$ cat src/rtl/pbm_fifo.sv
// pbm_fifo: small register queue with push/full and pop/empty sides
// no dependencies

module pbm_fifo #(
   parameter int WIDTH = 8,
   parameter int DEPTH = 4
) (
   input  logic             clock,
   input  logic             reset,
   input  logic             push,
   input  logic [WIDTH-1:0] wdata,
   output logic             full,
   input  logic             pop,
   output logic [WIDTH-1:0] rdata,
   output logic             empty
);

   localparam int PW = $clog2(DEPTH);
   localparam int CW = $clog2(DEPTH + 1);
   localparam logic [PW-1:0] LAST_PTR = PW'(DEPTH - 1);

   logic [WIDTH-1:0] mem_ff [DEPTH];
   logic [PW-1:0]    wr_ff, wr_in, rd_ff, rd_in;
   logic [CW-1:0]    count_ff, count_in;
   logic             do_push, do_pop;

   assign full    = (count_ff == CW'(DEPTH));
   assign empty   = (count_ff == '0);
   assign do_push = push & ~full;
   assign do_pop  = pop & ~empty;
   assign rdata   = mem_ff[rd_ff];

   always_comb begin
      wr_in    = wr_ff;
      rd_in    = rd_ff;
      count_in = count_ff;
      if (do_push) begin
         wr_in = (wr_ff == LAST_PTR) ? '0 : wr_ff + 1'b1;
      end
      if (do_pop) begin
         rd_in = (rd_ff == LAST_PTR) ? '0 : rd_ff + 1'b1;
      end
      if (do_push && !do_pop) begin
         count_in = count_ff + 1'b1;
      end else if (!do_push && do_pop) begin
         count_in = count_ff - 1'b1;
      end
   end

   always_ff @(posedge clock) begin
      if (reset) begin
         wr_ff    <= '0;
         rd_ff    <= '0;
         count_ff <= '0;
      end else begin
         wr_ff    <= wr_in;
         rd_ff    <= rd_in;
         count_ff <= count_in;
      end
   end

   always_ff @(posedge clock) begin
      if (do_push) begin
         mem_ff[wr_ff] <= wdata;
      end
   end

endmodule

$ cat config.mk
export PLATFORM = sky130hd
export DESIGN_NAME = pbm_fifo
export DESIGN_NICKNAME = d
export VERILOG_FILES = /design/src/rtl/pbm_fifo.sv
export SDC_FILE = /design/constraint.sdc
export NUM_CORES = 1
export LEC_CHECK = 0
export BUFFER_PORTS_ARGS = -buffer_cell sky130_fd_sc_hd__buf_2
export CORE_MARGIN = 2
export CORE_UTILIZATION = 30
export CTS_CLUSTER_SIZE = 16
export DETAILED_ROUTE_END_ITERATION = 16
export SLEW_MARGIN = 20
export SYNTH_ARGS = -nofsm -noshare
export SYNTH_HDL_FRONTEND = slang
export SYNTH_SLANG_ARGS = --single-unit
$ cat constraint.sdc
create_clock -name clock -period 2.4 [get_ports clock]
set_clock_uncertainty 0.05 [all_clocks]
set_input_delay 0.36 -clock clock [delete_from_list [all_inputs] [get_ports clock]]
set_output_delay 0.36 -clock clock [all_outputs]
set_load 0.1 [all_outputs]
==> impl_metrics.toml, run 1 <==
[power]
powerDensity_mw_per_mm2 = 1220
p_leak_nw = 0.720
irDropWorstVdd_v = 0.000797

[worst_setup_path]
crit_type = "flip-flop to flip-flop"
path_cells = "buf_4 -> o31ai_2 -> ha_2 -> inv_1 -> fa_1 -> xor2_1 -> or3_2 -> a21oi_1"
max_stage_delay_ns = 0.41
path_max_fanout = 4
cp.required_ns = 2.56
cp-start-kind = "flip-flop"
cp-end-kind = "flip-flop"
crit_slowest_cell = "or3_2"
crit_arrival_ns = 2.46

[clock_tree]
cts_num_sinks = 41
cts.path.max_buffers = 2
holdBufCountCts = 0
cts_tree = "built"
cts_root_buf = "clkbuf_8"
path_clk_slew_ns = 0.08
post_cts_buffers = 0
clkLatencyLatePin_ns = 0.29
cts_max_level = 2
tritoncts.num_buffers = 5

[placement]
port_buffers = 21
place.gp.congestion = 0.704
place_hpwl_um = 1920

[flow_run]
cap_violations = 0

[cells_and_area]
area_delta_synth_final_pct = 18.9
post-route-util_pct = 37.6
diodes = 0
layout-drive-gt1-share_pct = 45.1
layout.nets = 140

[yosys]
syn_inst = 92
synth_seq_cells = 41
syn-num-nets = 111
synthesis.area_mm2 = 0.00165
ys_warn_count = 0
seq_area_frac_synth_pct = 69.4
post_synth_num_cell_types = 26
syn_avg_cell_area_um2 = 17.9

[floorplanning]
die_h_um = 78.1
pin_count = 22
die_area_mm2 = 0.00609
core_area_mm2 = 0.00520
num_rows = 26
start_util_pct = 31.6
chipWidth_um = 78.1

[routing]
via_count = 873
drc = 0
routedWlPerCell_um = 14.4
drtIter0Drc = 31
dr.pass1.iters = 4
routed_wl_um = 2760
vias_per_cell = 4.55
antenna_left = 0

[sta]
finalSetupTns_ns = 0
finalSetupViolCount = 0
finalCriticalPeriod_ns = 2.30
finalHoldViolCount = 0
tightest_slew_ns = 0.493
timing.fmax_mhz = 435
slew_headroom_pct = 67.4
drv_slew = 0
period_share_pct = 95.8

[grt]
grt_overflow_total = 0
grt_usage_pct = 9.86
grt_max_degree = 14
grt_pass1_vias = 923
grt_pass1_wl_um = 4330
antenna_found_initial = 0

[status]
status = "complete, no violations"

[hold_path]
hold_path.class = "input port to flip-flop"
## cells in the final DEF (no fill, tap or decap)
cell type | Yosys | layout
inv_1 | 4 | 4
clkinv_2 | 0 | 2
o21ai_1 | 1 | 1
nor2_1 | 3 | 3
o21ai_0 | 1 | 1
nor3_1 | 2 | 1
mux2i_1 | 2 | 2
or3_2 | 1 | 1
or3_1 | 1 | 1
clkinvlp_4 | 0 | 1
buf_2 | 1 | 21
o31ai_2 | 2 | 2
xor2_1 | 2 | 2
ha_1 | 6 | 5
nand3_1 | 2 | 2
dfxtp_2 | 0 | 1
a21oi_1 | 3 | 3
and3_2 | 4 | 4
clkbuf_8 | 0 | 5
edfxtp_1 | 32 | 32
nor3_2 | 0 | 1
nand2_1 | 1 | 1
ha_2 | 0 | 1
nor2_2 | 1 | 1
mux4_2 | 8 | 8
dfxtp_1 | 9 | 8
or3b_4 | 0 | 1
fa_1 | 1 | 1
buf_4 | 0 | 5
clkinv_8 | 0 | 1
## cell usage after synthesis (all sizes together)
cell type / number / area [um^2]
or3b: 1 / 8.76
nand3: 2 / 10.0
mux4: 8 / 180
ha: 6 / 75.1
nor3: 2 / 10.0
fa: 1 / 20.0
inv: 4 / 15.0
or3: 2 / 13.8
edfxtp: 32 / 961
o21ai: 2 / 10.0
nor2: 4 / 17.5
clkbuf: 1 / 3.75
dfxtp: 9 / 180
and3: 4 / 30.0
nand2: 1 / 3.75
o31ai: 2 / 25.0
a21oi: 3 / 15.0
xor2: 2 / 17.5
buf: 3 / 20.0
clkinv: 1 / 8.76
mux2i: 2 / 20.0
## worst paths after layout
kind         slack, ns  cells after the start   startpoint      endpoint
max               0.10                      8  count_ff[1]   count_ff[2]
min               0.23                      1     wdata[1]  mem_ff[1][1]
max reg2reg       0.10                      8  count_ff[1]   count_ff[2]
min reg2reg       0.46                      2     rd_ff[0]      rd_ff[0]
## area by class of cell
cell class | count | area [um^2]
Inverter | 5 | 31.3
Sequential cell | 41 | 1140
Timing Repair Buffer | 26 | 143
Clock buffer | 5 | 68.8
Multi-Input combinational cell | 42 | 467
Clock inverter | 3 | 17.5
Fill cell | 493 | 3250
Tap cell | 70 | 87.6
## flip-flops by register name (all words and copies together) (netlist names), named ones only
register / count
mem_ff: 32
count_ff: 3
rd_ff: 2
wr_ff: 2
## power by group
group | switching [mW] | internal (mW) | total [mW]
Sequential | 0.0481 | 0.867 | 0.915
Clock | 0.236 | 0.201 | 0.436
Combinational | 0.762 | 0.278 | 1.04
Total | 1.05 | 1.35 | 2.39
## routing by layer
layer	track usage, %	share of wire, %	up-vias
met5	0	0	-
met4	3.68	1.6	0
met3	4.60	6.5	6
met2	17.2	50	21
met1	10.4	41	439
li1	-	-	407
## stage by stage
stage          area [um^2]  power (mW)  instances  hold WS [ns]  worst slack (ns)
3_5_place_dp          1860        1.98        184         0.448            0.0347
4_1_cts               1950        2.41        192         0.220            0.0141
5_1_grt               1960        2.50        192         0.217           -0.0117
2_1_floorplan         1660        1.79         92         0.409            0.0474
3_3_place_gp          1860        1.94        184         0.423             0.168
6_report              1960        2.39        192         0.231             0.101
## critical path, delay by kind of cell, from the launching register on
family	cells	cell delay, ns
DFF	1	0.32
buffers and inverters	2	0.21
xor gates and xnor gates	1	0.16
AOI/OAI and AO/OA	2	0.45
adders and majority gates	2	0.62
and+or+nand+nor	1	0.41
## cell families after synthesis
group | count (synthesis) | share of synthesized area, %
buffers and inverters | 9 | 2.89
DFF | 41 | 69.4
adders and majority gates | 7 | 5.78
muxes | 10 | 12.2
and+or+nand+nor | 16 | 5.70
xor gates and xnor gates | 2 | 1.06
AOI/OAI and AO/OA | 7 | 3.04
## repair_timing
action	CTS	global route
gates resized for setup	0	3
endpoints found under the setup margin	0	1
hold endpoints to repair	0	0
Note: power is estimated with default switching activity, not from simulation.
==> run 2, diff against run 1 <==
--- a/config.mk
+++ b/config.mk
@@ -7,9 +7,10 @@
 export LEC_CHECK = 0
 export BUFFER_PORTS_ARGS = -buffer_cell sky130_fd_sc_hd__buf_2
 export CORE_MARGIN = 2
-export CORE_UTILIZATION = 30
+export CORE_UTILIZATION = 55
 export CTS_CLUSTER_SIZE = 16
 export DETAILED_ROUTE_END_ITERATION = 16
+export PLACE_DENSITY = 0.77
 export SLEW_MARGIN = 20
 export SYNTH_ARGS = -nofsm -noshare
 export SYNTH_HDL_FRONTEND = slang
==> run 2 against run 1 <==
  * The flow now finishes with violations (DRC)
  * Worst setup slack got worse by 0.0020 ns
  * Largest cell class unchanged
  * Wire length down 10%
  * Power down 0.78%
  * Cell area fell by 3.5%
  * Sequential power up 1%
  * Global-route usage grew 8.0 points
  * Critical path depth increased by 1
==> impl_metrics.toml, run 2 (synthesis results as in run 1) <==
[routing]
dr.pass1.iters = 12
drc = 1
drtIter0Drc = 9
vias_per_cell = 5.65
routedWlPerCell_um = 16.4
antenna_left = 0
routed_wl_um = 2480
via_count = 853

[cells_and_area]
mostFrequentLayoutCells = "edfxtp_1 (32), buf_2 (21), mux4_2 (8), dfxtp_1 (8), ha_1 (6)"
area.sequential_mm2 = 0.00114
largest_reg_flops = 32
top_register = "mem_ff"
design_area_mm2 = 0.00189
n_fill_cell = 209
top_regs = "mem_ff x32, count_ff x3"
layout.nets = 138
final_common_cell = "edfxtp_1"
multiInputGateArea_um2 = 464
final_cells = 151
layout-drive-gt1-share_pct = 42.5
post-route-util_pct = 67.4
diodes = 0
area_delta_synth_final_pct = 14.8

[sta]
finalHoldViolCount = 0
finalSetupViolCount = 0
tightest_slew_ns = 0.487
fin_ws_ns = 0.0994
slew_headroom_pct = 67.8
rsz0062_at_grt = "false"
drv_slew = 0
period_share_pct = 95.9
timing.fmax_mhz = 435
finalCriticalPeriod_ns = 2.30
whs_ns = 0.177

[placement]
place_hpwl_um = 1790
place.gp.congestion = 0.706
place_ws_ns = -0.0130
dp_cells = 143
port_buffers = 21
placedInstanceArea_mm2 = 0.00180

[floorplanning]
pin_count = 22
core_area_mm2 = 0.00281
start_util_pct = 58.7
num_rows = 19
die_h_um = 58.7
die_area_mm2 = 0.00345
chipWidth_um = 58.7

[clock_tree]
cts_max_level = 2
cts_root_buf = "clkbuf_4"
path_clk_slew_ns = 0.11
cts.path.max_buffers = 2
cts_tree = "built"
tritoncts.num_buffers = 5
cts_num_sinks = 41
clkLatencyLatePin_ns = 0.33

[grt]
grt_usage_pct = 17.8
use_met2_pct = 31.0
grt_pass1_wl_um = 4220
grt_pass1_vias = 915
grt_overflow_total = 0
use_met3_pct = 6.59
antenna_found_initial = 0
grt.busiest_layer = "met2"
grt_max_degree = 13
grtUsageMet1_pct = 19.6

[worst_setup_path]
r2r-end = "count_ff[2]"
max_stage_delay_ns = 0.41
path_max_fanout = 5
crit_type = "flip-flop to flip-flop"
rrSetupSlack_ns = 0.1
crit_arrival_ns = 2.52
critPathBufInv = 2
path_cells = "or3b_4 -> clkinv_8 -> nor2_2 -> ha_1 -> inv_1 -> fa_1 -> xor2_1 -> or3_2 -> a21oi_1"
reg2reg_from = "count_ff[2]"
crit_slowest_cell = "or3_2"
cp-end-kind = "flip-flop"
cp-start-kind = "flip-flop"
path_delay_family = "simple AND/OR/NAND/NOR gates"
cp.required_ns = 2.62
reg2reg_depth = 9

[hold_path]
holdPathStages = 1
hp-start = "wdata[6]"
hold_path.class = "input port to flip-flop"
holdPathEnd = "mem_ff[2][6]"

[status]
status = "finished with violations"
violations = "DRC"

[flow_run]
cap_violations = 0

[power]
irDropWorstVdd_v = 0.000769
powerDensity_mw_per_mm2 = 1260
p_leak_nw = 0.713
-- run 2: how the worst max path moves through the flow --
stage	end	slack (ns)	cells after the start	start
2_1_floorplan	count_ff[2]	0.05	10	count_ff[0]
3_3_place_gp	count_ff[2]	0.12	9	count_ff[1]
3_5_place_dp	count_ff[2]	-0.01	9	count_ff[1]
4_1_cts	count_ff[2]	0.07	9	count_ff[1]
5_1_grt	count_ff[2]	0.005	9	count_ff[2]
6_report	count_ff[2]	0.1	9	count_ff[2]
-- run 2: final cells by class --
| cell class | count | share of cell area, % |
|---|---|---|
| sequential | 41 | 60.5 |
| multi-input combinational | 42 | 24.6 |
| timing repair buffer | 24 | 6.75 |
| clock buffer | 7 | 2.91 |
| tap | 31 | 2.05 |
| inverter | 5 | 1.66 |
| clock inverter | 1 | 1.59 |
-- run 2: power breakdown --
group	total (mW)	internal (mW)	switching (mW)
Clock	0.448	0.249	0.199
Combinational	0.997	0.260	0.738
Sequential	0.927	0.866	0.0606
Total	2.37	1.37	0.997
-- run 2: timing repair --
action	in CTS	in global routing
resized for setup	1	1
setup buffers	0	0
setup endpoints to repair	1	1
hold buffers	0	0
pin swaps	0	0
-- run 2: per-stage QoR --
stage	power (mW)	setup TNS, ns
floorplan	1.79	0
global placement	1.92	0
detailed placement	1.94	-0.0130
CTS	2.40	0
global route	2.48	0
finish	2.37	0
-- run 2: layer usage --
metal | vias up | part of all wire [%]
li1 | 405 | -
met4 | 0 | 1.8
met2 | 23 | 55
met5 | - | 0
met1 | 421 | 37
met3 | 4 | 5.7
==> run 3, diff against run 2 <==
--- a/config.mk
+++ b/config.mk
@@ -5,12 +5,13 @@
 export SDC_FILE = /design/constraint.sdc
 export NUM_CORES = 1
 export LEC_CHECK = 0
+export ABC_AREA = 1
 export BUFFER_PORTS_ARGS = -buffer_cell sky130_fd_sc_hd__buf_2
 export CORE_MARGIN = 2
-export CORE_UTILIZATION = 55
+export CORE_UTILIZATION = 56
 export CTS_CLUSTER_SIZE = 16
 export DETAILED_ROUTE_END_ITERATION = 16
-export PLACE_DENSITY = 0.77
+export PLACE_DENSITY = 0.78
 export SLEW_MARGIN = 20
 export SYNTH_ARGS = -nofsm -noshare
 export SYNTH_HDL_FRONTEND = slang
==> run 3 against run 2 <==
  * The run now ends clean
  * Worst setup slack improved by 0.094 ns
  * First-iteration DRC count rose to 6.2 times the previous value
  * Critical path depth fell by 5
  * Die area rose by 1.2%
  * Cell area rose by 5.4%
  * Non-clock buffer count rose by 1
  * Sequential share of layout area fell by 3.1 points
  * Clock-buffer cell count did not move
  * Via count rose by 35%
  * Utilization rose by 3.1 points
  * Maximum frequency rose by 4.3%
  * Critical path type is now flip-flop to output pin
  * Largest cell class unchanged
==> impl_metrics.toml, run 3 <==
[status]
status = "complete, no violations"

[routing]
routedWlPerCell_um = 14.8
drtIter0Drc = 56
via_count = 1152
antenna_left = 0
dr.pass1.iters = 4
routed_wl_um = 3090
drc = 0
vias_per_cell = 5.51

[yosys]
synth_top_cell_by_area = "edfxtp_1"
synth-main-ff-cell = "edfxtp_1"
syn_avg_cell_area_um2 = 11.5
synth_edf_count = 32
synth.area.top_cells = "edfxtp_1 (57%), dfxtp_1 (11%), nor2_1 (7.3%)"
synth_top_area_share_pct = 56.6
post_synth_num_cell_types = 19
syn-num-nets = 166
netlist_top_cells_count = "nor2_1 (33), edfxtp_1 (32), inv_1 (17)"
synth_seq_cells = 41
async_reset_ff_share_pct = 0
seq_area_frac_synth_pct = 67.3
ys_warn_count = 0
synthesis.area_mm2 = 0.00170
yosysMostFrequentCell = "nor2_1"
syn_inst = 147

[grt]
grt_max_degree = 18
grt_pass1_wl_um = 4950
antenna_found_initial = 0
grt_pass1_vias = 1137
grt_overflow_total = 0
grt_usage_pct = 20.2

[sta]
drv_slew = 0
finalSetupViolCount = 0
finalSetupTns_ns = 0
finalHoldViolCount = 0
period_share_pct = 91.9
finalCriticalPeriod_ns = 2.21
timing.fmax_mhz = 453
rsz0062_at_grt = "false"
tightest_slew_ns = 0.488
slew_headroom_pct = 67.7

[worst_setup_path]
path_max_fanout = 9
critPathBufInv = 2
path_delay_family = "buffers and inverters"
path_cells = "inv_1 -> o21ai_0 -> o22ai_2 -> buf_2"
crit_type = "flip-flop to output pin"
max_stage_delay_ns = 0.44
crit_slowest_cell = "buf_2"
cp-end-kind = "output pin"
crit_arrival_ns = 1.80
cp.required_ns = 1.99
rrSetupSlack_ns = 0.41
cp-start-kind = "flip-flop"

[floorplanning]
pin_count = 22
core_area_mm2 = 0.00283
start_util_pct = 60.0
die_area_mm2 = 0.00349
die_h_um = 59.0
num_rows = 19
chipWidth_um = 59.0

[clock_tree]
clkLatencyLatePin_ns = 0.34
post_cts_buffers = 0
cts_tree = "built"
cts_num_sinks = 41
path_clk_slew_ns = 0.12
cts_root_buf = "clkbuf_4"
cts.path.max_buffers = 2
cts_max_level = 2
tritoncts.num_buffers = 5

[placement]
port_buffers = 21
place_hpwl_um = 2190
place.gp.congestion = 0.829

[cells_and_area]
mostFrequentLayoutCells = "nor2_1 (33), edfxtp_1 (32), buf_2 (21)"
top_register = "mem_ff"
layout-drive-gt1-share_pct = 26.4
post-route-util_pct = 70.4
area_delta_synth_final_pct = 17.4
layout.nets = 196
diodes = 0
top_regs = "mem_ff x32, count_ff x3"
final_common_cell = "nor2_1"
n_fill_cell = 201
largest_reg_flops = 32

[flow_run]
cap_violations = 0

[hold_path]
hold_path.class = "input port to flip-flop"
-- run 3: logic make-up after synthesis --
logic type	synth area share, %
buf+inv	5.31
fa+ha+maj	5.60
flops	67.3
simple gates	12.1
compound gates	9.22
xor+xnor	0.516
-- run 3: path summary, 6_finish.rpt --
path                       to         from  cells after the start
hold reg to reg      wr_ff[1]     wr_ff[1]                      2
setup / recovery     rdata[0]    flip-flop                      4
hold / removal    count_ff[0]        reset                      2
setup reg to reg  count_ff[1]  count_ff[1]                      9
-- run 3: metrics by stage --
stage	area, um^2	hold slack, ns	std cells	setup WS [ns]
after detailed placement	1900	0.485	201	0.370
after global placement	1900	0.460	201	0.509
final	1990	0.112	209	0.194
after global routing	1990	0.0835	209	0.0864
after floorplan	1750	0.382	147	0.496
after CTS	1990	0.0986	209	0.154
-- run 3: layout make-up --
cell class / instances / area, um^2 / share of cell area [%]
clock buffers: 7 / 87.6 / 4.40
clock inverters: 1 / 5.00 / 0.251
inverters: 18 / 67.6 / 3.39
multi-input cells: 86 / 515 / 25.9
flip-flops and latches: 41 / 1140 / 57.3
well taps: 31 / 38.8 / 1.95
repair buffers: 25 / 135 / 6.78
-- run 3: worst register-to-register path: cells and delay by family (launching register included) --
kind	cells	cell delay [ns]
flops	1	0.36
simple gates	4	0.48
buf+inv	2	0.15
compound gates	1	0.22
fa+ha+maj	2	0.63
-- run 3: what timing repair did --
item                                    CTS  global route
hold endpoints to repair                  0             0
resized for setup                         1             0
endpoints found under the setup margin    1             0
hold buffers                              0             0
-- run 3: metal layers --
metal	track usage (%)	wire (um)	vias up
met5	0	0	-
met4	9.74	84	0
met3	6.55	104	11
met2	36.3	1660	26
met1	21.0	1240	552
li1	-	-	563
Power of run 3 is left out: the tool's default activity adds up to more than one toggle a clock period on the data nets, which glitch-free logic cannot reach.
