### src/rtl/pbm_pkg.sv
// pbm_pkg: shared types, codes and constants of the priority book matcher
// no dependencies; imported by every module of the block but pbm_ram and pbm_fifo

package pbm_pkg;

   localparam int BOOK_DEPTH_DEFAULT = 32;
   localparam int HALF_DEPTH_DEFAULT = 512;
   localparam int OWNER_BITS         = 10;
   localparam int VALUE_BITS         = 32;
   localparam int LOSS_BITS          = 33;
   localparam int OWNER_COUNT_BITS   = 11;
   localparam int QUEUE_DEPTH        = 4;
   localparam int RESULT_COUNT_BITS  = 7;
   localparam int CSR_ADDR_BITS      = 4;
   localparam int CSR_DATA_BITS      = 32;

   localparam logic [RESULT_COUNT_BITS-1:0] RESULT_LIMIT      = 7'd64;
   localparam logic [OWNER_COUNT_BITS-1:0]  OWNER_COUNT_RESET = 11'd1024;

   localparam logic [1:0] CSR_REPORT = 2'd0;
   localparam logic [1:0] CSR_MEDIAN = 2'd1;
   localparam logic [1:0] CSR_OWNERS = 2'd2;

   typedef enum logic [1:0] {
      KIND_BID   = 2'd0,
      KIND_ASK   = 2'd1,
      KIND_QUERY = 2'd2,
      KIND_BAD   = 2'd3
   } req_kind_type;

   typedef enum logic [1:0] {
      RSP_TRADE   = 2'd0,
      RSP_MEDIAN  = 2'd1,
      RSP_FULL    = 2'd2,
      RSP_INVALID = 2'd3
   } rsp_kind_type;

   typedef struct packed {
      req_kind_type            kind;
      logic [OWNER_BITS-1:0]   owner_id;
      logic [VALUE_BITS-1:0]   level;
      logic [VALUE_BITS-1:0]   amount;
   } req_type;

   typedef struct packed {
      rsp_kind_type            result_kind;
      logic [OWNER_BITS-1:0]   bid_owner;
      logic [OWNER_BITS-1:0]   ask_owner;
      logic [LOSS_BITS-1:0]    units_lost;
      logic [LOSS_BITS-1:0]    median_value;
      logic                    median_overflow;
      logic                    last;
   } rsp_type;

   typedef struct packed {
      logic                        report_enable;
      logic                        median_enable;
      logic [OWNER_COUNT_BITS-1:0] owner_count;
   } cfg_type;

   typedef struct packed {
      logic [VALUE_BITS-1:0]   level;
      logic [VALUE_BITS-1:0]   amount;
      logic [OWNER_BITS-1:0]   owner;
      logic [VALUE_BITS-1:0]   seq;
   } entry_type;

   typedef enum logic {
      HEAP_PUSH    = 1'b0,
      HEAP_REPLACE = 1'b1
   } heap_op_type;

   typedef struct packed {
      logic                 valid;
      heap_op_type          op;
      logic [LOSS_BITS-1:0] value;
   } heap_cmd_type;

   typedef struct packed {
      logic                 busy;
      logic [LOSS_BITS-1:0] top;
   } heap_stat_type;

   typedef enum logic [2:0] {
      H_IDLE,
      H_UP_RD,
      H_UP_CMP,
      H_PUT,
      H_DN_RD,
      H_DN_LEFT,
      H_DN_RIGHT
   } heap_state_type;

   typedef enum logic [2:0] {
      B_IDLE,
      B_CHECK,
      B_SCAN,
      B_MATCH,
      B_RECORD,
      B_WAIT,
      B_REPORT,
      B_FINISH
   } back_state_type;

endpackage

### src/rtl/pbm_fifo.sv
// pbm_fifo: small register queue with push/full and pop/empty sides
// no dependencies

module pbm_fifo #(
   parameter int WIDTH = 8,
   parameter int DEPTH = 4
) (
   input  logic             clock,
   input  logic             reset,
   input  logic             push,
   input  logic [WIDTH-1:0] wdata,
   output logic             full,
   input  logic             pop,
   output logic [WIDTH-1:0] rdata,
   output logic             empty
);

   localparam int PW = $clog2(DEPTH);
   localparam int CW = $clog2(DEPTH + 1);
   localparam logic [PW-1:0] LAST_PTR = PW'(DEPTH - 1);

   logic [WIDTH-1:0] mem_ff [DEPTH];
   logic [PW-1:0]    wr_ff, wr_in, rd_ff, rd_in;
   logic [CW-1:0]    count_ff, count_in;
   logic             do_push, do_pop;

   assign full    = (count_ff == CW'(DEPTH));
   assign empty   = (count_ff == '0);
   assign do_push = push & ~full;
   assign do_pop  = pop & ~empty;
   assign rdata   = mem_ff[rd_ff];

   always_comb begin
      wr_in    = wr_ff;
      rd_in    = rd_ff;
      count_in = count_ff;
      if (do_push) begin
         wr_in = (wr_ff == LAST_PTR) ? '0 : wr_ff + 1'b1;
      end
      if (do_pop) begin
         rd_in = (rd_ff == LAST_PTR) ? '0 : rd_ff + 1'b1;
      end
      if (do_push && !do_pop) begin
         count_in = count_ff + 1'b1;
      end else if (!do_push && do_pop) begin
         count_in = count_ff - 1'b1;
      end
   end

   always_ff @(posedge clock) begin
      if (reset) begin
         wr_ff    <= '0;
         rd_ff    <= '0;
         count_ff <= '0;
      end else begin
         wr_ff    <= wr_in;
         rd_ff    <= rd_in;
         count_ff <= count_in;
      end
   end

   always_ff @(posedge clock) begin
      if (do_push) begin
         mem_ff[wr_ff] <= wdata;
      end
   end

endmodule

### src/rtl/pbm_front.sv
// pbm_front: register port, input classification and the command queue
// depends on pbm_pkg and pbm_fifo

module pbm_front (
   input  logic                                clock,
   input  logic                                reset,
   input  logic                                csr_psel,
   input  logic                                csr_penable,
   input  logic                                csr_pwrite,
   input  logic [pbm_pkg::CSR_ADDR_BITS-1:0]   csr_paddr,
   input  logic [pbm_pkg::CSR_DATA_BITS-1:0]   csr_pwdata,
   output logic [pbm_pkg::CSR_DATA_BITS-1:0]   csr_prdata,
   output logic                                csr_pready,
   input  logic                                req_push,
   output logic                                req_full,
   input  pbm_pkg::req_type                    req_data,
   output pbm_pkg::cfg_type                    cfg,
   output logic                                cmd_valid,
   output pbm_pkg::req_type                    cmd_data,
   input  logic                                cmd_pop
);

   import pbm_pkg::*;

   cfg_type                cfg_ff, cfg_in;
   req_type                cls;
   logic                   q_empty;
   logic [$bits(req_type)-1:0] q_rdata;
   logic [1:0]             csr_index;
   logic                   csr_write;

   assign csr_index  = csr_paddr[3:2];
   assign csr_write  = csr_psel & csr_penable & csr_pwrite;
   assign csr_pready = 1'b1;

   always_comb begin
      cfg_in = cfg_ff;
      if (csr_write) begin
         case (csr_index)
            CSR_REPORT: cfg_in.report_enable = csr_pwdata[0];
            CSR_MEDIAN: cfg_in.median_enable = csr_pwdata[0];
            CSR_OWNERS: cfg_in.owner_count   = csr_pwdata[OWNER_COUNT_BITS-1:0];
            default:    cfg_in = cfg_ff;
         endcase
      end
   end

   always_comb begin
      case (csr_index)
         CSR_REPORT: csr_prdata = CSR_DATA_BITS'(cfg_ff.report_enable);
         CSR_MEDIAN: csr_prdata = CSR_DATA_BITS'(cfg_ff.median_enable);
         CSR_OWNERS: csr_prdata = CSR_DATA_BITS'(cfg_ff.owner_count);
         default:    csr_prdata = '0;
      endcase
   end

   always_ff @(posedge clock) begin
      if (reset) begin
         cfg_ff.report_enable <= 1'b0;
         cfg_ff.median_enable <= 1'b0;
         cfg_ff.owner_count   <= OWNER_COUNT_RESET;
      end else begin
         cfg_ff <= cfg_in;
      end
   end

   // inserts with a bad owner, zero level or zero amount become rejects
   always_comb begin
      cls = req_data;
      if (req_data.kind inside {KIND_BID, KIND_ASK}) begin
         if (OWNER_COUNT_BITS'(req_data.owner_id) >= cfg_ff.owner_count ||
             req_data.level == '0 || req_data.amount == '0) begin
            cls.kind = KIND_BAD;
         end
      end
   end

   pbm_fifo #(
      .WIDTH ($bits(req_type)),
      .DEPTH (QUEUE_DEPTH)
   ) u_queue (
      .clock (clock),
      .reset (reset),
      .push  (req_push),
      .wdata (cls),
      .full  (req_full),
      .pop   (cmd_pop),
      .rdata (q_rdata),
      .empty (q_empty)
   );

   assign cmd_valid = ~q_empty;
   assign cmd_data  = req_type'(q_rdata);
   assign cfg       = cfg_ff;

endmodule

### config.mk
export PLATFORM = sky130hd
export DESIGN_NAME = pbm_front
export DESIGN_NICKNAME = d
export VERILOG_FILES = /design/src/rtl/pbm_pkg.sv /design/src/rtl/pbm_fifo.sv /design/src/rtl/pbm_front.sv
export SDC_FILE = /design/constraint.sdc
export NUM_CORES = 1
export LEC_CHECK = 0
export BUFFER_PORTS_ARGS = -buffer_cell sky130_fd_sc_hd__buf_4
export CAP_MARGIN = 10
export CORE_ASPECT_RATIO = 1.25
export CORE_MARGIN = 5
export CORE_UTILIZATION = 30
export CTS_CLUSTER_SIZE = 10
export DETAILED_ROUTE_END_ITERATION = 8
export PLACE_DENSITY_LB_ADDON = 0.15
export RECOVER_POWER = 100
export REMOVE_ABC_BUFFERS = 1
export SLEW_MARGIN = 10
export SYNTH_ARGS = -nofsm -noshare
export SYNTH_HDL_FRONTEND = slang
export SYNTH_SLANG_ARGS = --single-unit
### constraint.sdc
create_clock -name clock -period 3.8 [get_ports clock]
set_input_delay 0.38 -clock clock [delete_from_list [all_inputs] [get_ports clock]]
set_output_delay 0.38 -clock clock [all_outputs]
set_load 0.005 [all_outputs]
==> results.md, run 1 <==
- Pwr/cell area: 615.8 nW/um2
- # hold bufs at CTS: 0
- Skew final: 19.64 ps
- Final instance area: 15350 um2
- Post-DP HPWL: 18610 um
- Async S/R FF share, synth: 0
- Ratio of cells with drive above 1 in the final layout: 0.2686
- DR pass1 iterations: 4
- Post-synth EDFFs: 304
- Largest net degree at the start of global routing: 48
- Max Cap Viol: 0
- Yosys warns: 0
- Cells after synthesis: 603
- Dominant synthesized flop cell: edfxtp_1
- Final WL: 29220 um
- Hold Fails Final Rpt: 0
- Slew HR: 0.1181
- CTS Root Cell: clkbuf_16
- Crit Path Max Fanout: 37
- Pleak: 0.004923 uW
- Placed cell area: 14720 um2
- Setup WS pre-CTS: 1238 ps
- Unique masters post-synth: 36
- Placed cells: 1348
- CTS tree: yes
- Die Ht: 239.4 um
- Nets@finish: 966
- Mapped Avg Cell Area: 20.95 um2
- Fin crit period: 3054 ps
- Number of CTS-inserted buffers: 39
- First-pass GRT wire length: 43870 um
- Vias: 6286
- Placer Congestion: 0.7220
- Htree depth: 2
- Non-Filler Instances: 1404
- Residual DRC: 0
- Drt wl/cell: 20.81 um
- Postcts setup bufs: 0
- RSZ-0062 raised after global routing: no
- Remaining Overflow, GRT: 0
- Starting density of the core: 0.3020
- Worst vdd ir: 0.0003534 V
- Area growth syn-to-layout: 21.49%
- Startpoint Class: flip-flop
- Total core area: 41830 um2
- PortBufs: 197
- Period utilisation layout: 0.8038
- Slew @ Worst Pin: 1323 ps
- Outcome: finished clean
- Die area: 46340 um2
- CTS resizes: 0
- N_diodes: 0
- Die W: 193.5 um
- DRT iter0 DRCs: 243
- Critical path class: flip-flop to flip-flop
- # IOs: 243
- Synthesized flop and latch total: 326
- Worst Path Required: 3940 ps
- Antenna-violating nets left: 0
- Hold WC Path Type: input pin to flip-flop
- Clock-pin transition on the worst setup and hold timing paths: 50 ps
- Worst Setup Slack, final: 745.7 ps
- Initial antenna violation count: 2
- Max Root-Sink Buffers: 3
- Via count of the first global-routing pass: 6893
- Arr. time, crit path: 3200 ps
- Fmax: 0.3274 GHz
- Total Routing Usage GR: 0.1243
- Syn Std Cell Area: 12630 um2
- Clock Latency Late Sink: 520 ps
- Final setup fails: 0
- Row cnt: 84
- Vias per inst: 4.477
- CTS Sinks: 326
- Slew Viols, Final: 0
- CP Capture Type: flip-flop
- Post-synthesis sequential area ratio: 0.7575
[cells in the final DEF, fill, tap and decap left out, types with 2 or more instances in the layout]
cell         n
clkbuf_16   39
inv_1       16
nand3_1      3
mux2i_1      6
dfxtp_1     20
a21oi_1     16
edfxtp_1   304
and2_2       4
conb_1      22
buf_12       6
clkbuf_1   122
mux4_2      76
nand2_1     25
nor3_1       2
nor4_1      16
nor2b_1      3
clkbuf_4    60
o21ai_0      3
and2_0      10
nand3b_1     2
xor2_1       2
ha_1        16
nor2_1      10
buf_4       36
nor3b_1      3
or3_1        2
nand4_1      6
[routing by layer]
metal / routed length, um / GRT usage / vias up
met5: 27 / 0 / -
met4: 587 / 0.03713 / 4
met3: 1565 / 0.03208 / 43
met2: 15280 / 0.2213 / 166
met1: 11770 / 0.1494 / 3217
li1: - / - / 2856
[kinds of logic (layout without fill, tap and decap cells)]
kind of cell / after synthesis / after routing / synth area share
AO/OA/AOI/OAI: 25 / 25 / 0.01278
XOR/XNOR: 2 / 2 / 0.001387
adder cells (fa/ha/maj): 17 / 17 / 0.01743
buffers and inverters: 61 / 283 / 0.03328
flip-flops: 326 / 326 / 0.7575
multiplexers: 82 / 82 / 0.1402
other: 2 / 22 / 0.0005945
AND/OR/NAND/NOR: 88 / 88 / 0.03684
[worst max-delay path: stages (launching register included)]
cell and delay (ps):
dfxtp_1 400, nor3b_1 90, nor2b_1 440, and2_2 1030, clkbuf_1 700
[final cells by class]
cell class                      count  area (um2)
Timing Repair Buffer              211        1250
Sequential cell                   326        9574
Fill cell                        4061       26480
Multi-Input combinational cell    236        2705
Clock inverter                      3       21.27
Tap cell                          559       699.4
Inverter                           16       60.06
Clock buffer                       53        1039
[sequential cells by signal, summed over array words and instances, names as in the netlist, named ones only]
name              count
cfg                  13
u_queue.count_ff      3
u_queue.mem_ff      304
u_queue.rd_ff         2
u_queue.wr_ff         2
[synth_stat cells (6+ instances only)]
master	number	area (um2)
and2_1	14	87.58
mux2i_1	6	60.06
nand2_1	25	93.84
nand4_1	6	37.54
dfxtp_1	22	440.4
inv_1	16	60.06
edfxtp_1	304	9129
ha_1	16	200.2
buf_2	7	35.03
nor4_1	16	100.1
a21oi_1	16	80.08
nor2_1	10	37.54
buf_4	25	187.7
mux4_2	76	1712
[report_power, final]
part | leakage, uW | switching, uW | internal [uW]
clock | 0.000512 | 1320 | 1880
sequential | 0.00297 | 165 | 4310
combinational | 0.00144 | 850 | 923
total | 0.00492 | 2330 | 7120
[per-stage QoR]
| stage | util | hold slack (ps) | total power (uW) | TNS (ps) |
|---|---|---|---|---|
| 6_report | 0.3669 | 88.86 | 9451 | 0 |
| 5_1_grt | 0.3669 | 78.50 | 9936 | 0 |
| 4_1_cts | 0.3773 | 38.71 | 9844 | 0 |
| 3_5_place_dp | 0.3520 | 485.8 | 6590 | 0 |
| 3_3_place_gp | 0.3520 | 482.5 | 6584 | 0 |
| 2_1_floorplan | - | 446.7 | 5537 | -33980 |
[worst paths after layout]
| path | startpoint | depth (start not counted) | slack [ps] | endpoint |
|---|---|---|---|---|
| setup / recovery | u_queue.count_ff[0]$_SDFFE_PP0P_ | 4 | 750 | u_queue.mem_ff[1][19]$_DFFE_PP_ |
| hold / removal | csr_pwdata[10] | 3 | 90 | cfg[10]$_SDFFE_PP1P_ |
| setup reg to reg | u_queue.count_ff[0]$_SDFFE_PP0P_ | 4 | 750 | u_queue.mem_ff[1][19]$_DFFE_PP_ |
| hold reg to reg | cfg[3]$_SDFFE_PP0P_ | 2 | 500 | cfg[3]$_SDFFE_PP0P_ |
Note: power is estimated with default switching activity, not from simulation.
==> run 2, diff against run 1 <==
==> constraint.sdc (replaced) <==
create_clock -name clock -period 2.9 [get_ports clock]
set_input_delay 0.29 -clock clock [delete_from_list [all_inputs] [get_ports clock]]
set_output_delay 0.29 -clock clock [all_outputs]
set_load 0.005 [all_outputs]
==> run 2 against run 1 <==
Sequential power is 29% higher; clock power is 35% higher; clock skew is 1.5 ps lower; clock-buffer cell count is 2 higher; hold slack worse by 58 ps; global-route usage is 0.082 points lower; via count is 5.0% higher; critical endpoint is now cmd_data[49]; first-iteration DRC count is 22% higher.
==> results.md, run 2 (synthesized netlist as in run 1, its figures left out) <==
- Cells along the critical path: buf_6 -> mux4_2 -> clkbuf_4
- Htree depth: 2 (unchanged)
- Tot Pwr: 12570 uW (+33%)
- Skew final: 18.12 ps (-1.517 ps)
- Most frequent cells in the layout: edfxtp_1 (304), clkbuf_1 (116), dlygate4sd3_1 (82)
- Antenna-violating nets left: 0 (unchanged)
- Die W: 193.5 um (unchanged)
- Max reg flops: 304 (unchanged)
- Startpoint Class: flip-flop
- Slew Viols, Final: 0 (unchanged)
- Critical path class: flip-flop to primary output
- Starting density of the core: 0.3020 (unchanged)
- N_diodes: 0 (unchanged)
- Internal cell power: 9456 uW (+33%)
- Final WL: 29220 um (about the same)
- Pwr/cell area: 773.5 nW/um2 (+26%)
- Placed cells: 1347 (-0.074%)
- Period utilisation layout: 0.8833
- Slew HR: 0.3058 (+0.1876)
- GR Util met2: 0.2211 (about the same)
- CTS tree: yes
- Hold Fails Final Rpt: 0 (unchanged)
- Met1 GRT Util: 0.1486 (-0.0007613)
- Critical path buffers and inverters: 2 (+1)
- Clock power frac: 0.343 (+0.004)
- Vias per inst: 4.440 (-0.84%)
- CTS Sinks: 326 (unchanged)
- CP delay by family, top: buffers and inverters
- Fin crit period: 2562 ps
- Psw: 3110 uW (+33%)
- Row cnt: 84 (unchanged)
- # IOs: 243 (unchanged)
- Crit Path Max Fanout: 46 (+24%)
- Worst Path Required: 2610 ps (-1330 ps)
- DRT iter0 DRCs: 296 (+22%)
- Arr. time, crit path: 2270 ps (-930 ps)
- Clock Latency Late Sink: 530 ps (about the same)
- Final core utilization: 0.3884 (+0.02148)
- Total Routing Usage GR: 0.1235 (-0.0008151)
- Sw Share: 0.2475 (+0.0007411)
- Clock-pin transition on the worst setup and hold timing paths: 50 ps (about the same)
- Post-DP HPWL: 18140 um (-2.5%)
- CP max-delay cell: mux4_2
- Via count of the first global-routing pass: 7344 (+6.5%)
- Slew @ Worst Pin: 1041 ps (-281.5 ps)
- Hold WC Path Type: input pin to flip-flop
- RR Startpoint: u_queue.count_ff[0]$_SDFFE_PP0P_
- Remaining Overflow, GRT: 0 (unchanged)
- Drt wl/cell: 19.65 um (-5.6%)
- First-pass GRT wire length: 44170 um (+0.67%)
- Nets@finish: 1047 (+8.4%)
- Residual DRC: 0 (unchanged)
- Max Cap Viol: 0 (unchanged)
- Hold_ws: 31.28 ps (-57.58 ps)
- Largest register by flop count: u_queue.mem_ff
- CTS Root Cell: clkbuf_16
- Gate power share: 0.199 (+0.011)
- Power share of the sequential group: 0.458 (-0.016)
- Area growth syn-to-layout: 28.60%
- Fmax: 0.3904 GHz
- Most common cell after layout, fill and taps aside: edfxtp_1
- DR pass1 iterations: 4 (unchanged)
- Final setup fails: 0 (unchanged)
- RSZ-0062 raised after global routing: no
- Total core area: 41830 um2 (unchanged)
- Placer Congestion: 0.7221 (about the same)
- Die Ht: 239.4 um (unchanged)
- Met3 Usage GRT: 0.02968 (-0.002392)
- Max stage delay on crit path: 630 ps (-400 ps)
- Pleak: 0.005303 uW (+7.7%)
- Largest net degree at the start of global routing: 77 (+60%)
- PortBufs: 197 (unchanged)
- Worst vdd ir: 0.0005844 V (+65%)
- Vias: 6602 (+5.0%)
- GR peak layer: met2
- Worst hold start: csr_pwdata[0]
- Number of fill cells: 3997 (-1.6%)
- Initial antenna violation count: 0 (-2)
- Outcome: finished clean
- Die area: 46340 um2 (unchanged)
- Ratio of cells with drive above 1 in the final layout: 0.2511 (-0.01756)
- Non-Filler Instances: 1487 (+5.9%)
- Number of CTS-inserted buffers: 39 (unchanged)
- CP Capture Type: primary output
- Max Root-Sink Buffers: 3 (unchanged)
[run 2: power groups by stage]
stage	logic [uW]	registers (uW)	clock network, uW
finish	2500	5760	4310
global route	2740	5790	4670
CTS	2890	5760	4470
detailed placement	2790	5860	0
global placement	2790	5850	0
floorplan	1210	6040	0
[run 2: stage by stage]
stage	TNS, ps	instance area (um2)	setup WS, ps
finish	0	16250	338.3
global route	0	16250	135.6
CTS	0	16700	347.7
detailed placement	0	14780	380.9
global placement	0	14780	486.7
floorplan	-151920	12350	-1257
[run 2: worst paths after layout]
kind	end	slack [ps]	cells after the start
setup reg to reg	u_queue.mem_ff[1][38]$_DFFE_PP_	350	5
hold / removal	cfg[12]$_SDFFE_PP0P_	30	3
setup / recovery	cmd_data[49]	340	3
hold reg to reg	flip-flop	480	2
[run 2: area by class of cell]
| type | instances | area [um2] | area share |
|---|---|---|---|
| clock buffer | 55 | 1067 | 0.06569 |
| clock inverter | 3 | 33.78 | 0.002079 |
| inverter | 16 | 60.06 | 0.003697 |
| tap | 559 | 699.4 | 0.04305 |
| sequential | 326 | 9577 | 0.5895 |
| timing repair buffer | 292 | 2087 | 0.1285 |
| multi-input combinational | 236 | 2723 | 0.1676 |
[run 2: what timing repair did]
item / in CTS / in global routing
hold buffers: 82 / 0
hold endpoints to repair: 301 / 0
buffers inserted: 0 / 0
resized for setup: 0 / 0
[run 2: tightest hold or removal path, stage by stage]
cell and delay [ps]:
buf_4 100, mux2i_1 60, nor2_1 70
[run 2: layer usage]
layer,wire [um],part of all wire
met1,11740,0.40
met2,15340,0.52
met3,1555,0.053
met4,586,0.020
met5,0,0
